### src/sv/dsis_pkg.sv
// Shared types and constants of the dual sensor integration sequencer.
// No dependencies; every other file of the block refers to this package.
package dsis_pkg;

   localparam int unsigned TICK_WIDTH   = 32;
   localparam int unsigned PAUSE_WIDTH  = 10;
   localparam int unsigned SAMPLE_WIDTH = 10;
   localparam int unsigned CSR_INDEX_WIDTH = 2;
   localparam int unsigned CSR_DATA_WIDTH  = 32;

   localparam logic [TICK_WIDTH-1:0]  PIXEL_COUNT     = 32'd288;
   localparam logic [TICK_WIDTH-1:0]  PREAMBLE_PULSES = 32'd3;
   localparam logic [PAUSE_WIDTH-1:0] PAUSE_RESET     = 10'd87;

   localparam logic [CSR_INDEX_WIDTH-1:0] REG_INTEG_TICKS_A = 2'd0;
   localparam logic [CSR_INDEX_WIDTH-1:0] REG_INTEG_TICKS_B = 2'd1;
   localparam logic [CSR_INDEX_WIDTH-1:0] REG_PAUSE_TICKS   = 2'd2;

   // sensor mask: bit 0 is sensor A, bit 1 is sensor B
   localparam logic [1:0] LONGER_SAME = 2'd0;
   localparam logic [1:0] LONGER_A    = 2'd1;
   localparam logic [1:0] LONGER_B    = 2'd2;
   localparam logic [1:0] SENSOR_BOTH = 2'd3;
   localparam logic [1:0] SENSOR_NONE = 2'd0;

   typedef enum logic [7:0] {
      PH_IDLE       = 8'b0000_0001,
      PH_PRE        = 8'b0000_0010,
      PH_BOTH       = 8'b0000_0100,
      PH_FIRST      = 8'b0000_1000,
      PH_SHORT_REST = 8'b0001_0000,
      PH_LONG_EXTRA = 8'b0010_0000,
      PH_TAIL       = 8'b0100_0000,
      PH_READ       = 8'b1000_0000
   } phase_type;

   typedef struct packed {
      logic                    start_run;
      logic [SAMPLE_WIDTH-1:0] sample_a;
      logic [SAMPLE_WIDTH-1:0] sample_b;
   } req_type;

   typedef struct packed {
      logic                    clock_a_pulse;
      logic                    clock_b_pulse;
      logic                    start_a_level;
      logic                    start_b_level;
      logic                    pixel_valid;
      logic [SAMPLE_WIDTH-1:0] pixel_a;
      logic [SAMPLE_WIDTH-1:0] pixel_b;
      logic                    pixel_last;
      logic                    busy_res;
   } rsp_type;

   // segment lengths derived from the configuration registers
   typedef struct packed {
      logic [1:0]             longer;
      logic [TICK_WIDTH-1:0]  min_ticks;
      logic [TICK_WIDTH-1:0]  diff_ticks;
      logic [PAUSE_WIDTH-1:0] pause;
      logic [PAUSE_WIDTH-1:0] pause_minus_diff;
      logic [TICK_WIDTH-1:0]  diff_minus_pause;
      logic                   diff_lt_pause;
      logic                   min_zero;
      logic                   pause_zero;
      logic                   diff_minus_pause_zero;
   } timing_type;

   typedef struct packed {
      phase_type             phase;
      logic [TICK_WIDTH-1:0] len;
   } seg_type;

endpackage

### src/sv/dsis_csr.sv
// Configuration registers and the two-stage derivation of segment lengths.
// Depends on dsis_pkg.
module dsis_csr (
   input  logic                                   clock,
   input  logic                                   reset,
   input  logic                                   write_en,
   input  logic [dsis_pkg::CSR_INDEX_WIDTH-1:0]   write_index,
   input  logic [dsis_pkg::CSR_DATA_WIDTH-1:0]    write_data,
   output dsis_pkg::timing_type                   timing
);

   logic [dsis_pkg::TICK_WIDTH-1:0]  integ_a_ff;
   logic [dsis_pkg::TICK_WIDTH-1:0]  integ_b_ff;
   logic [dsis_pkg::PAUSE_WIDTH-1:0] pause_ff;

   logic [1:0]                       longer_in, longer_ff;
   logic [dsis_pkg::TICK_WIDTH-1:0]  min_in, min_ff;
   logic [dsis_pkg::TICK_WIDTH-1:0]  diff_in, diff_ff;
   logic [dsis_pkg::PAUSE_WIDTH-1:0] pause_s1_ff;

   dsis_pkg::timing_type             timing_in, timing_ff;
   logic [dsis_pkg::TICK_WIDTH-1:0]  pause_wide;

   always_ff @(posedge clock) begin
      if (reset) begin
         integ_a_ff <= '0;
         integ_b_ff <= '0;
         pause_ff   <= dsis_pkg::PAUSE_RESET;
      end else if (write_en) begin
         case (write_index)
            dsis_pkg::REG_INTEG_TICKS_A: integ_a_ff <= write_data;
            dsis_pkg::REG_INTEG_TICKS_B: integ_b_ff <= write_data;
            dsis_pkg::REG_PAUSE_TICKS:   pause_ff   <= write_data[dsis_pkg::PAUSE_WIDTH-1:0];
            default: ;
         endcase
      end
   end

   always_comb begin
      if (integ_a_ff == integ_b_ff) begin
         longer_in = dsis_pkg::LONGER_SAME;
         min_in    = integ_a_ff;
         diff_in   = '0;
      end else if (integ_b_ff > integ_a_ff) begin
         longer_in = dsis_pkg::LONGER_B;
         min_in    = integ_a_ff;
         diff_in   = integ_b_ff - integ_a_ff;
      end else begin
         longer_in = dsis_pkg::LONGER_A;
         min_in    = integ_b_ff;
         diff_in   = integ_a_ff - integ_b_ff;
      end
   end

   always_ff @(posedge clock) begin
      longer_ff   <= longer_in;
      min_ff      <= min_in;
      diff_ff     <= diff_in;
      pause_s1_ff <= pause_ff;
   end

   assign pause_wide = {{(dsis_pkg::TICK_WIDTH-dsis_pkg::PAUSE_WIDTH){1'b0}}, pause_s1_ff};

   always_comb begin
      timing_in.longer                = longer_ff;
      timing_in.min_ticks             = min_ff;
      timing_in.diff_ticks            = diff_ff;
      timing_in.pause                 = pause_s1_ff;
      timing_in.pause_minus_diff      = pause_s1_ff - diff_ff[dsis_pkg::PAUSE_WIDTH-1:0];
      timing_in.diff_minus_pause      = diff_ff - pause_wide;
      timing_in.diff_lt_pause         = diff_ff < pause_wide;
      timing_in.min_zero              = min_ff == '0;
      timing_in.pause_zero            = pause_s1_ff == '0;
      timing_in.diff_minus_pause_zero = diff_ff == pause_wide;
   end

   always_ff @(posedge clock) begin
      timing_ff <= timing_in;
   end

   assign timing = timing_ff;

endmodule

### src/sv/dsis_core.sv
// Phase register, pulse counter and per-tick result logic of the sequencer.
// Depends on dsis_pkg; timing comes from dsis_csr.
module dsis_core (
   input  logic                  clock,
   input  logic                  reset,
   input  logic                  step,
   input  dsis_pkg::req_type     item,
   input  dsis_pkg::timing_type  timing,
   output dsis_pkg::rsp_type     result
);

   dsis_pkg::phase_type             phase_ff, phase_in, cur_phase;
   logic [dsis_pkg::TICK_WIDTH-1:0] count_ff, count_in, cur_count;
   logic                            seg_done;
   logic [dsis_pkg::TICK_WIDTH-1:0] pause_wide, pmd_wide;
   dsis_pkg::seg_type               after_both, after_pre, after_first, after_long, next_seg;

   assign pause_wide = {{(dsis_pkg::TICK_WIDTH-dsis_pkg::PAUSE_WIDTH){1'b0}}, timing.pause};
   assign pmd_wide   = {{(dsis_pkg::TICK_WIDTH-dsis_pkg::PAUSE_WIDTH){1'b0}},
                        timing.pause_minus_diff};

   always_comb begin
      if (timing.longer == dsis_pkg::LONGER_SAME) begin
         if (timing.pause_zero) begin
            after_both = '{phase: dsis_pkg::PH_READ, len: dsis_pkg::PIXEL_COUNT};
         end else begin
            after_both = '{phase: dsis_pkg::PH_FIRST, len: pause_wide};
         end
      end else if (timing.diff_lt_pause) begin
         after_both = '{phase: dsis_pkg::PH_FIRST, len: timing.diff_ticks};
      end else if (!timing.pause_zero) begin
         after_both = '{phase: dsis_pkg::PH_FIRST, len: pause_wide};
      end else begin
         after_both = '{phase: dsis_pkg::PH_LONG_EXTRA, len: timing.diff_minus_pause};
      end
   end

   always_comb begin
      if (!timing.min_zero) begin
         after_pre = '{phase: dsis_pkg::PH_BOTH, len: timing.min_ticks};
      end else begin
         after_pre = after_both;
      end
   end

   always_comb begin
      if (timing.longer == dsis_pkg::LONGER_SAME) begin
         after_first = '{phase: dsis_pkg::PH_READ, len: dsis_pkg::PIXEL_COUNT};
      end else if (timing.diff_lt_pause) begin
         after_first = '{phase: dsis_pkg::PH_SHORT_REST, len: pmd_wide};
      end else if (!timing.diff_minus_pause_zero) begin
         after_first = '{phase: dsis_pkg::PH_LONG_EXTRA, len: timing.diff_minus_pause};
      end else begin
         after_first = '{phase: dsis_pkg::PH_TAIL, len: pause_wide};
      end
   end

   always_comb begin
      if (!timing.pause_zero) begin
         after_long = '{phase: dsis_pkg::PH_TAIL, len: pause_wide};
      end else begin
         after_long = '{phase: dsis_pkg::PH_READ, len: dsis_pkg::PIXEL_COUNT};
      end
   end

   always_comb begin
      if (phase_ff == dsis_pkg::PH_IDLE && item.start_run) begin
         cur_phase = dsis_pkg::PH_PRE;
         cur_count = dsis_pkg::PREAMBLE_PULSES;
      end else begin
         cur_phase = phase_ff;
         cur_count = count_ff;
      end
      seg_done = cur_count == {{(dsis_pkg::TICK_WIDTH-1){1'b0}}, 1'b1};
   end

   always_comb begin
      case (cur_phase)
         dsis_pkg::PH_PRE:        next_seg = after_pre;
         dsis_pkg::PH_BOTH:       next_seg = after_both;
         dsis_pkg::PH_FIRST:      next_seg = after_first;
         dsis_pkg::PH_SHORT_REST: next_seg = '{phase: dsis_pkg::PH_TAIL,
                                              len: timing.diff_ticks};
         dsis_pkg::PH_LONG_EXTRA: next_seg = after_long;
         dsis_pkg::PH_TAIL:       next_seg = '{phase: dsis_pkg::PH_READ,
                                              len: dsis_pkg::PIXEL_COUNT};
         default:                 next_seg = '{phase: dsis_pkg::PH_IDLE, len: '0};
      endcase
   end

   always_comb begin
      phase_in = phase_ff;
      count_in = count_ff;
      if (step && cur_phase != dsis_pkg::PH_IDLE) begin
         if (seg_done) begin
            phase_in = next_seg.phase;
            count_in = next_seg.len;
         end else begin
            phase_in = cur_phase;
            count_in = cur_count - 1'b1;
         end
      end
   end

   always_ff @(posedge clock) begin
      if (reset) begin
         phase_ff <= dsis_pkg::PH_IDLE;
         count_ff <= '0;
      end else begin
         phase_ff <= phase_in;
         count_ff <= count_in;
      end
   end

   always_comb begin
      logic [1:0] clocks;
      logic [1:0] lines;
      case (cur_phase)
         dsis_pkg::PH_IDLE:       begin clocks = dsis_pkg::SENSOR_NONE; lines = dsis_pkg::SENSOR_NONE; end
         dsis_pkg::PH_BOTH:       begin clocks = dsis_pkg::SENSOR_BOTH; lines = dsis_pkg::SENSOR_BOTH; end
         dsis_pkg::PH_FIRST:      begin clocks = dsis_pkg::SENSOR_BOTH; lines = timing.longer; end
         dsis_pkg::PH_LONG_EXTRA: begin clocks = timing.longer; lines = timing.longer; end
         dsis_pkg::PH_TAIL:       begin clocks = timing.longer; lines = dsis_pkg::SENSOR_NONE; end
         default:                 begin clocks = dsis_pkg::SENSOR_BOTH; lines = dsis_pkg::SENSOR_NONE; end
      endcase
      result.clock_a_pulse = clocks[0];
      result.clock_b_pulse = clocks[1];
      result.start_a_level = lines[0];
      result.start_b_level = lines[1];
      result.pixel_valid   = cur_phase == dsis_pkg::PH_READ;
      result.pixel_a       = (cur_phase == dsis_pkg::PH_READ) ? item.sample_a : '0;
      result.pixel_b       = (cur_phase == dsis_pkg::PH_READ) ? item.sample_b : '0;
      result.pixel_last    = cur_phase == dsis_pkg::PH_READ && seg_done;
      result.busy_res      = cur_phase != dsis_pkg::PH_IDLE;
   end

   a_count_live: assert property (@(posedge clock) disable iff (reset)
      phase_ff != dsis_pkg::PH_IDLE |-> count_ff != '0)
      else $error("pulse counter empty inside a segment");

   a_last_ends_run: assert property (@(posedge clock) disable iff (reset)
      step && result.pixel_last |=> phase_ff == dsis_pkg::PH_IDLE)
      else $error("run did not end after last pixel");

   a_hold_when_idle: assert property (@(posedge clock) disable iff (reset)
      !step |=> phase_ff == $past(phase_ff) && count_ff == $past(count_ff))
      else $error("state moved without a tick");

   a_last_in_read: assert property (@(posedge clock) disable iff (reset)
      result.pixel_last |-> result.pixel_valid && result.busy_res)
      else $error("last pixel flagged outside readout");

endmodule

### src/sv/dual_sensor_integration_sequencer.sv
// Top level of the dual sensor integration sequencer: handshakes and word registers.
// Depends on dsis_pkg, dsis_csr and dsis_core.
//
// Usage: every word on the req_ channel is one sensor clock tick and yields exactly
// one word on the rsp_ channel, giving the clock pulses and start-line levels of both
// sensors for that tick and, during readout, the sample pair with a last-pixel flag.
// A word with start_run set begins a run while idle and is the first preamble pulse.
// Configuration is written through the csr_ channel (index 0 integration A, 1
// integration B, 2 pause), which is always ready; write only between runs. Derived
// segment lengths settle inside the preamble, after a write has passed the configuration
// register and both derivation stages. A request passes the input, then the result register.
// Throughput: one word per cycle while the receiver is ready; the phase register and pulse counter update once
// per tick, and the input and result registers let a new request in while a result
// still waits. When the receiver stalls, the result register holds, then the input
// register fills and req_ready drops; nothing is lost or repeated.
// Reset: both word registers empty, sequencer idle, integration times 0, pause 87.
module dual_sensor_integration_sequencer (
   input  logic                                 clock,
   input  logic                                 reset,
   input  logic                                 req_valid,
   output logic                                 req_ready,
   input  dsis_pkg::req_type                    req_data,
   output logic                                 rsp_valid,
   input  logic                                 rsp_ready,
   output dsis_pkg::rsp_type                    rsp_data,
   input  logic                                 csr_valid,
   output logic                                 csr_ready,
   input  logic [dsis_pkg::CSR_INDEX_WIDTH-1:0] csr_index,
   input  logic [dsis_pkg::CSR_DATA_WIDTH-1:0]  csr_data
);

   logic                 in_valid_ff, in_valid_in;
   dsis_pkg::req_type    in_ff;
   logic                 out_valid_ff, out_valid_in;
   dsis_pkg::rsp_type    out_ff;
   logic                 process;
   dsis_pkg::timing_type timing;
   dsis_pkg::rsp_type    result;

   assign csr_ready = 1'b1;
   assign process   = in_valid_ff && (!out_valid_ff || rsp_ready);
   assign req_ready = !in_valid_ff || process;

   assign in_valid_in  = (req_valid && req_ready) || (in_valid_ff && !process);
   assign out_valid_in = process || (out_valid_ff && !rsp_ready);

   always_ff @(posedge clock) begin
      if (reset) begin
         in_valid_ff  <= 1'b0;
         out_valid_ff <= 1'b0;
      end else begin
         in_valid_ff  <= in_valid_in;
         out_valid_ff <= out_valid_in;
      end
   end

   always_ff @(posedge clock) begin
      if (req_valid && req_ready) begin
         in_ff <= req_data;
      end
      if (process) begin
         out_ff <= result;
      end
   end

   dsis_csr u_csr (
      .clock       (clock),
      .reset       (reset),
      .write_en    (csr_valid && csr_ready),
      .write_index (csr_index),
      .write_data  (csr_data),
      .timing      (timing)
   );

   dsis_core u_core (
      .clock  (clock),
      .reset  (reset),
      .step   (process),
      .item   (in_ff),
      .timing (timing),
      .result (result)
   );

   assign rsp_valid = out_valid_ff;
   assign rsp_data  = out_ff;

   a_no_overwrite: assert property (@(posedge clock) disable iff (reset)
      out_valid_ff && !rsp_ready |-> !process)
      else $error("result word overwritten while stalled");

   a_full_blocks: assert property (@(posedge clock) disable iff (reset)
      in_valid_ff && !process |-> !req_ready)
      else $error("request taken into a full input register");

   a_word_moves: assert property (@(posedge clock) disable iff (reset)
      process |=> out_valid_ff)
      else $error("processed word missing from result register");

endmodule
### config.mk
export PLATFORM = sky130hd
export DESIGN_NAME = dual_sensor_integration_sequencer
export DESIGN_NICKNAME = d
export VERILOG_FILES = /design/src/sv/dsis_pkg.sv /design/src/sv/dsis_csr.sv /design/src/sv/dsis_core.sv /design/src/sv/dual_sensor_integration_sequencer.sv
export SDC_FILE = /design/constraint.sdc
export NUM_CORES = 1
export LEC_CHECK = 0
export BUFFER_PORTS_ARGS = -buffer_cell sky130_fd_sc_hd__buf_2
export CORE_ASPECT_RATIO = 0.75
export CORE_MARGIN = 2
export CORE_UTILIZATION = 58
export DETAILED_ROUTE_END_ITERATION = 16
export PLACE_DENSITY_LB_ADDON = 0.12
export SLEW_MARGIN = 20
export SYNTH_ARGS = -nofsm -noshare
export SYNTH_HDL_FRONTEND = slang
export SYNTH_HIERARCHICAL = 1
export SYNTH_SLANG_ARGS = --single-unit
### constraint.sdc
create_clock -name clock -period 8.39 [get_ports clock]
set_clock_uncertainty 0.2 [all_clocks]
set_input_delay 0.839 -clock clock [delete_from_list [all_inputs] [get_ports clock]]
set_output_delay 0.839 -clock clock [all_outputs]
set_load 0.02 [all_outputs]
==> reports/qor.csv, run 1 <==
stage,metric,value,unit
setup_path,cp.arrival,4.39,ns
finish,fin_nets,2268,
clock_network,cts_sinks,361,
clock_network,cts_tree,done,
setup_path,start_kind,flop,
drt,wl_per_cell,20.7,um
yosys,async_flop_share,0,%
power,peakVddDrop,0.187,mV
yosys,avgSynthCellArea,8.63,um^2
global_routing,grt_max_degree,53,
drt,ant_nets,0,
floorplan,core_area,0.0304,mm^2
sta,period_share,49.3,%
drt,drt_iter0_markers,1714,
placed_design,numPortBuffers,88,
yosys,synth_top_area_share,34.6,%
global_routing,track_usage,31.4,%
min_path,hold_class,reg2reg,
power,seqPwrFrac,42.7,%
drt,routed_wl,52.6,mm
clock_network,htree_levels,2,
sta,fmax,242,MHz
power,p_per_area,272,mW/mm^2
drt,drc,0,
sta,tightest_slew,1.26,ns
sta,drv_slew,0,
floorplan,die_area,0.0326,mm^2
finish,final_cells,2548,
yosys,synth_area_leaders,"dfxtp_1 (35%), edfxtp_1 (8.0%), nand2_1 (6.4%)",
yosys,yosysWarnings,6,
setup_path,worstPathRequired,8.64,ns
drt,vias,15700,
yosys,yosys-top-cells-count,"dfxtp_1 (313), nand2_1 (308), a21oi_1 (187)",
setup_path,rrSetupSlack,4.25,ns
floorplan,num_rows,55,
placed_design,dpl.cell_count,2480,
yosys,synth_ff_type,dfxtp_1,
sta,hold_viol_final,0,
finish,nFillCells,2640,
sta,setup_viol,0,
power,clockPowerShare,32.1,%
yosys,synthMostInstantiatedCell,dfxtp_1,
clock_network,cts_hold_buf,0,
power,switchingPower,0.00181,W
global_routing,overflow,0,
clock_network,cts_buffers,37,
clock_network,cts_max_path_buffers,3,
placed_design,gp_congestion,0.956,
yosys,yosysTopAreaCell,dfxtp_1,
global_routing,grt_pass1_wl,81.4,mm
power,pwr-share-comb,25.2,%
clock_network,postCtsResizedCells,0,
yosys,synth_seq_cells,361,
global_routing,first_global_vias,14500,
sta,period_minus_slack,4.14,ns
drt,drt-pass1-iter-count,8,
floorplan,die_h,157,um
floorplan,die_x,208,um
clock_network,clkTransAtPathRegs,0.06,ns
floorplan,ioPinCount,90,
clock_network,clockRootBuffer,clkbuf_16,
power,p_int,0.00362,W
setup_path,endpoint_kind,flop,
yosys,syn_inst,2095,
yosys,yosysSeqAreaShare,42.6,%
yosys,syn-cell-area,0.0181,mm^2
power,p_leak,8.18,nW
setup_path,path_class,reg2reg,
finish,n_antenna_cell,0,
global_routing,antenna_found_initial,0,
yosys,synth_enable_flop_cells,48,
power,swShare,33.3,%
clock_network,cts_setup_buffers,0,
finish,drive_above_1_share,10.2,%
yosys,syn_nets,2243,
yosys,synth_cell_types,95,
sta,relSlewSlack,15.0,%
sta,fin_tns_setup,0,ns
placed_design,hpwlAfterDp,38.6,mm
sta,rsz0062_at_grt,false,
clock_network,clk_latency,0.54,ns
finish,synthToLayoutAreaGrowth,10.2,%
run_status,status,"finished, final reports clean",
drt,vias_per_cell,6.14,
run,max_cap_viol_count,0,
setup_path,crit_path_max_fanout,19,
floorplan,start_util,59.5,%
-- logic make-up (layout without fill, tap and decap cells) --
logic type,count (synthesis),after routing,synth area share [%]
simple gates,737,737,20.0
compound gates,584,584,21.1
flops,361,361,42.6
buf+inv,239,293,5.58
fa+ha+maj,88,88,6.25
xor+xnor,49,49,2.37
mux,36,36,2.03
other cells,1,1,0.0207
-- metrics by stage --
stage | instance area, um^2 | utilization (%) | power, W | setup WS (ns) | hold slack [ns]
3_5_place_dp | 18600 | 61.3 | 0.00367 | 4.34 | 0.139
2_1_floorplan | 18100 | - | 0.00328 | 5.05 | 0.110
6_report | 19900 | 65.6 | 0.00543 | 4.25 | 0.146
3_3_place_gp | 18600 | 61.3 | 0.00365 | 4.39 | 0.135
4_1_cts | 19900 | 65.6 | 0.00541 | 4.31 | 0.151
5_1_grt | 19900 | 65.6 | 0.00567 | 3.96 | 0.163
-- flip-flops by register name (all words and copies together) (netlist names), 10 cells and up --
name / flops
u_csr/min_ff: 32
u_csr/integ_a_ff: 32
u_csr/timing: 121
u_csr/pause_ff: 10
u_csr/pause_s1_ff: 10
u_csr/integ_b_ff: 32
u_core/count_ff: 32
rsp_data: 27
u_csr/diff_ff: 32
in_ff: 21
-- layout by cell type, fill, tap and decap left out, types with 22 or more instances in the layout --
cell,Yosys,final
nand3_1,45,45
inv_1,118,118
a21oi_1,187,187
buf_2,23,87
clkbuf_16,0,39
ha_1,84,84
nor2_1,109,108
nand4_1,24,24
mux2i_1,31,31
a22o_1,22,22
edfxtp_1,48,48
a22oi_1,24,24
nor4_1,36,35
dfxtp_1,313,313
nor3_1,45,45
xnor2_1,38,38
nand2_1,308,308
o21ai_0,119,119
and2_1,33,33
a211oi_1,23,23
a21o_1,39,39
-- final cells by class --
| class | count | area [um^2] | area share [%] |
|---|---|---|---|
| clock inverter | 21 | 236 | 1.19 |
| multi-input combinational | 1495 | 9400 | 47.2 |
| timing repair buffer | 107 | 586 | 2.94 |
| tap | 399 | 499 | 2.50 |
| inverter | 118 | 443 | 2.22 |
| clock buffer | 47 | 1070 | 5.35 |
| sequential | 361 | 7710 | 38.7 |
-- worst paths after layout --
| kind | from | to | depth (start not counted) |
|---|---|---|---|
| worst max-delay path | u_csr/integ_a_ff[3] | u_csr/diff_ff[12] | 11 |
| worst min-delay path | u_csr/pause_ff[4] | u_csr/pause_s1_ff[4] | 0 |
| worst max register to register | u_csr/integ_a_ff[3] | u_csr/diff_ff[12] | 11 |
| worst min register to register | u_csr/pause_ff[4] | u_csr/pause_s1_ff[4] | 0 |
-- metal layers --
layer	share of wire [%]	GRT usage, %	wire (um)
met5	0	0	0
met4	2.0	8.54	1060
met3	9.4	6.50	4960
met2	41	45.8	21700
met1	47	47.1	24900
-- power by group through the flow --
stage | clock network, W | registers, W | logic, W
global placement | 0 | 0.00234 | 0.00131
global route | 0.00184 | 0.00235 | 0.00148
CTS | 0.00177 | 0.00231 | 0.00133
detailed placement | 0 | 0.00235 | 0.00132
finish | 0.00175 | 0.00232 | 0.00137
floorplan | 0 | 0.00226 | 0.00102
-- worst max-delay path: stages, from the launching register on --
cell and delay, ns:
dfxtp_1 0.35, inv_1 0.06, ha_1 0.40, a21o_1 0.23, o21bai_1 0.20, a211oi_1 0.46
o221ai_2 0.24, a21oi_2 0.57, buf_4 0.40, mux2_2 0.41, o32ai_1 0.30, mux2i_1 0.22
Note: power is estimated with default switching activity, not from simulation.
==> run 2, diff against run 1 <==
ABC_AREA = 1   (was unset)
clock period = 4.2 ns   (was 8.39 ns; I/O delays follow)
==> run 2 against run 1 <==
  * Register-to-register slack got worse by 3.4 ns
  * Wire length rose by 25%
  * Global-route usage up 4.0 points
==> reports/qor.csv, run 2 <==
stage,metric,value,unit,change
run_status,status,"finished, final reports clean",,unchanged
floorplan,die_h,167,um,was 157 um
sta,rsz0062_at_grt,false,,unchanged
drt,wl_per_cell,18.4,um,was 20.7 um
drt,vias_per_cell,5.58,,was 6.14
yosys,synthMostInstantiatedCell,nand2_1,,was dfxtp_1
clock_network,postCtsResizedCells,0,,unchanged
placed_design,numPortBuffers,88,,unchanged
sta,fmax,298,MHz,was 242 MHz
clock_network,cts_hold_buf,54,,was 0
clock_network,cts_tree,done,,unchanged
yosys,async_flop_share,0,%,unchanged
yosys,synth_ff_type,dfxtp_1,,unchanged
drt,ant_nets,0,,unchanged
sta,tightest_slew,1.09,ns,was 1.26 ns
drt,routed_wl,66.0,mm,was 52.6 mm
finish,synthToLayoutAreaGrowth,11.6,%,was 10.2%
sta,hold_viol_final,0,,unchanged
sta,period_share,79.9,%,was 49.3%
floorplan,die_area,0.0368,mm^2,was 0.0326 mm^2
yosys,synth_top_area_share,30.6,%,was 34.6%
sta,fin_tns_setup,0,ns,unchanged
sta,finalWorstSetupSlack,0.844,ns,was 4.25 ns
setup_path,cp.arrival,3.61,ns,was 4.39 ns
drt,met1_length,29.4,mm,was 24.9 mm
clock_network,htree_levels,2,,unchanged
power,peakVddDrop,0.440,mV,was 0.187 mV
floorplan,ioPinCount,90,,unchanged
yosys,synth_enable_flop_cells,48,,unchanged
run,max_cap_viol_count,0,,unchanged
min_path,hold_class,in2reg,,was reg2reg
clock_network,clk_latency,0.54,ns,about the same
floorplan,start_util,58.9,%,was 59.5%
sta,relSlewSlack,27.3,%,was 15.0%
yosys,yosysWarnings,6,,unchanged
sta,setup_viol,0,,unchanged
drt,drt_iter0_markers,2099,,was 1714
power,p_leak,11.2,nW,was 8.18 nW
setup_path,crit_path_start,u_csr/integ_b_ff[0],,was u_csr/integ_a_ff[3]
yosys,synth_cell_types,55,,was 95
placed_design,gp_congestion,1.04,,was 0.956
yosys,syn-cell-area,0.0205,mm^2,was 0.0181 mm^2
global_routing,first_global_vias,18700,,was 14500
clock_network,cts_max_path_buffers,3,,unchanged
drt,dr_wl_met3,7.25,mm,was 4.96 mm
setup_path,crit_path_max_fanout,66,,was 19
placed_design,place_ws,0.938,ns,was 4.34 ns
setup_path,start_kind,flop,,unchanged
clock_network,clkTransAtPathRegs,0.07,ns,was 0.06 ns
clock_network,cts_buffers,36,,was 37
min_path,hp-start,csr_data[31],,was u_csr/pause_ff[4]
clock_network,cts_setup_buffers,0,,unchanged
drt,route.met2.wl,27.6,mm,was 21.7 mm
sta,drv_slew,0,,unchanged
yosys,syn_nets,3148,,was 2243
floorplan,core_area,0.0348,mm^2,was 0.0304 mm^2
drt,drc,0,,unchanged
drt,highest_layer,met4,,unchanged
clock_network,cts_sinks,361,,unchanged
floorplan,die_x,221,um,was 208 um
drt,drt-pass1-iter-count,6,,was 8
yosys,yosysSeqAreaShare,37.6,%,was 42.6%
yosys,yosysTopAreaCell,dfxtp_1,,unchanged
setup_path,endpoint_kind,flop,,unchanged
global_routing,track_usage,35.4,%,was 31.4%
placed_design,hpwlAfterDp,50.2,mm,was 38.6 mm
finish,drive_above_1_share,9.66,%,was 10.2%
yosys,syn_inst,3000,,was 2095
yosys,yosys-top-cells-count,"nand2_1 (913), inv_1 (428), dfxtp_1 (313)",,"was dfxtp_1 (313), nand2_1 (308), a21oi_1 (187)"
drt,vias,20000,,was 15700
finish,fin_nets,3247,,was 2268
yosys,synth_area_leaders,"dfxtp_1 (31%), nand2_1 (17%), inv_1 (7.8%)",,"was dfxtp_1 (35%), edfxtp_1 (8.0%), nand2_1 (6.4%)"
floorplan,num_rows,59,,was 55
finish,layout_common_cells,"nand2_1 (913), inv_1 (428), dfxtp_1 (313)",,"was dfxtp_1 (313), nand2_1 (308), a21oi_1 (187)"
sta,period_minus_slack,3.36,ns,was 4.14 ns
global_routing,antenna_found_initial,0,,unchanged
global_routing,grt_max_degree,70,,was 53
power,p_per_area,512,mW/mm^2,was 272 mW/mm^2
yosys,avgSynthCellArea,6.83,um^2,was 8.63 um^2
setup_path,r2r_start,u_csr/integ_b_ff[0],,was u_csr/integ_a_ff[3]
finish,mostFrequentLayoutCell,nand2_1,,was dfxtp_1
global_routing,overflow,0,,unchanged
finish,largest_reg_flops,121,,unchanged
setup_path,path_class,reg2reg,,unchanged
global_routing,grt_pass1_wl,103,mm,was 81.4 mm
yosys,synth_seq_cells,361,,unchanged
clock_network,clockRootBuffer,clkbuf_16,,unchanged
setup_path,worstPathRequired,4.46,ns,was 8.64 ns
[run 2: cell count changes after synthesis, moves of 38 or more]
| cell | delta |
|---|---|
| nand2_2 | +44 |
| a21o_1 | -38 |
| nor2_1 | +125 |
| o21ai_2 | +40 |
| nand2_1 | +605 |
| nand3_1 | +132 |
| inv_1 | +310 |
[run 2: layout make-up]
| class | instances | area, um^2 |
|---|---|---|
| Timing Repair Buffer | 159 | 1120 |
| Fill cell | 3122 | 11900 |
| Tap cell | 457 | 572 |
| Clock buffer | 49 | 1020 |
| Clock inverter | 17 | 195 |
| Sequential cell | 361 | 7710 |
| Inverter | 450 | 1690 |
| Antenna cell | 1 | 2.50 |
| Multi-Input combinational cell | 2091 | 10500 |
[run 2: per-stage QoR]
stage | util, % | cells | total power [W] | hold slack [ns] | area (um^2)
after floorplan | - | 3000 | 0.00719 | 0.110 | 20500
after global placement | 60.7 | 3464 | 0.00819 | 0.115 | 21100
after detailed placement | 60.7 | 3464 | 0.00824 | 0.117 | 21100
after CTS | 65.7 | 3584 | 0.0116 | 0.00880 | 22900
after global routing | 65.7 | 3584 | 0.0123 | 0.0162 | 22900
final | 65.7 | 3585 | 0.0117 | 0.0209 | 22900
[run 2: path summary, 6_finish.rpt]
path,end,slack (ns),cells past startpoint
max,u_csr/min_ff[23],0.84,17
min,u_csr/integ_b_ff[31],0.02,3
max reg2reg,u_csr/min_ff[23],0.84,17
min reg2reg,u_csr/timing[120],0.13,0
[run 2: cells by family after synthesis]
logic type	synth area share, %
AND/OR/NAND/NOR	31.1
buffers and inverters	10.9
AO/OA/AOI/OAI	12.2
flip-flops	37.6
adder cells (fa/ha/maj)	5.52
XOR/XNOR	2.52
other	0.0183
[run 2: worst max-delay path: stages (launching register included)]
cell     delay, ns
dfxtp_1       0.34
inv_1         0.08
ha_1          0.21
fa_1          0.41
inv_1         0.12
nand2_1       0.07
nand2_2       0.11
nand2_1       0.08
nand2_2       0.12
nand2_1       0.06
nand2_1       0.10
nand2_1       0.10
nand2_4       0.13
nand2_4       0.32
nand2_4       0.17
buf_12        0.33
nand2_2       0.09
o21ai_2       0.08
[run 2: metal layers]
metal  track usage, %  up-vias
li1                 -     9681
met1             50.3     9275
met2             53.5      942
met3             8.68      113
met4             9.92        0
met5                0        -
[run 2: power breakdown]
group	leakage, nW	total (W)	internal (W)	switching, W
Clock	0.599	0.00333	0.00192	0.00141
Combinational	7.50	0.00360	0.00113	0.00247
Sequential	3.05	0.00477	0.00420	0.000567
Total	11.2	0.0117	0.00725	0.00445
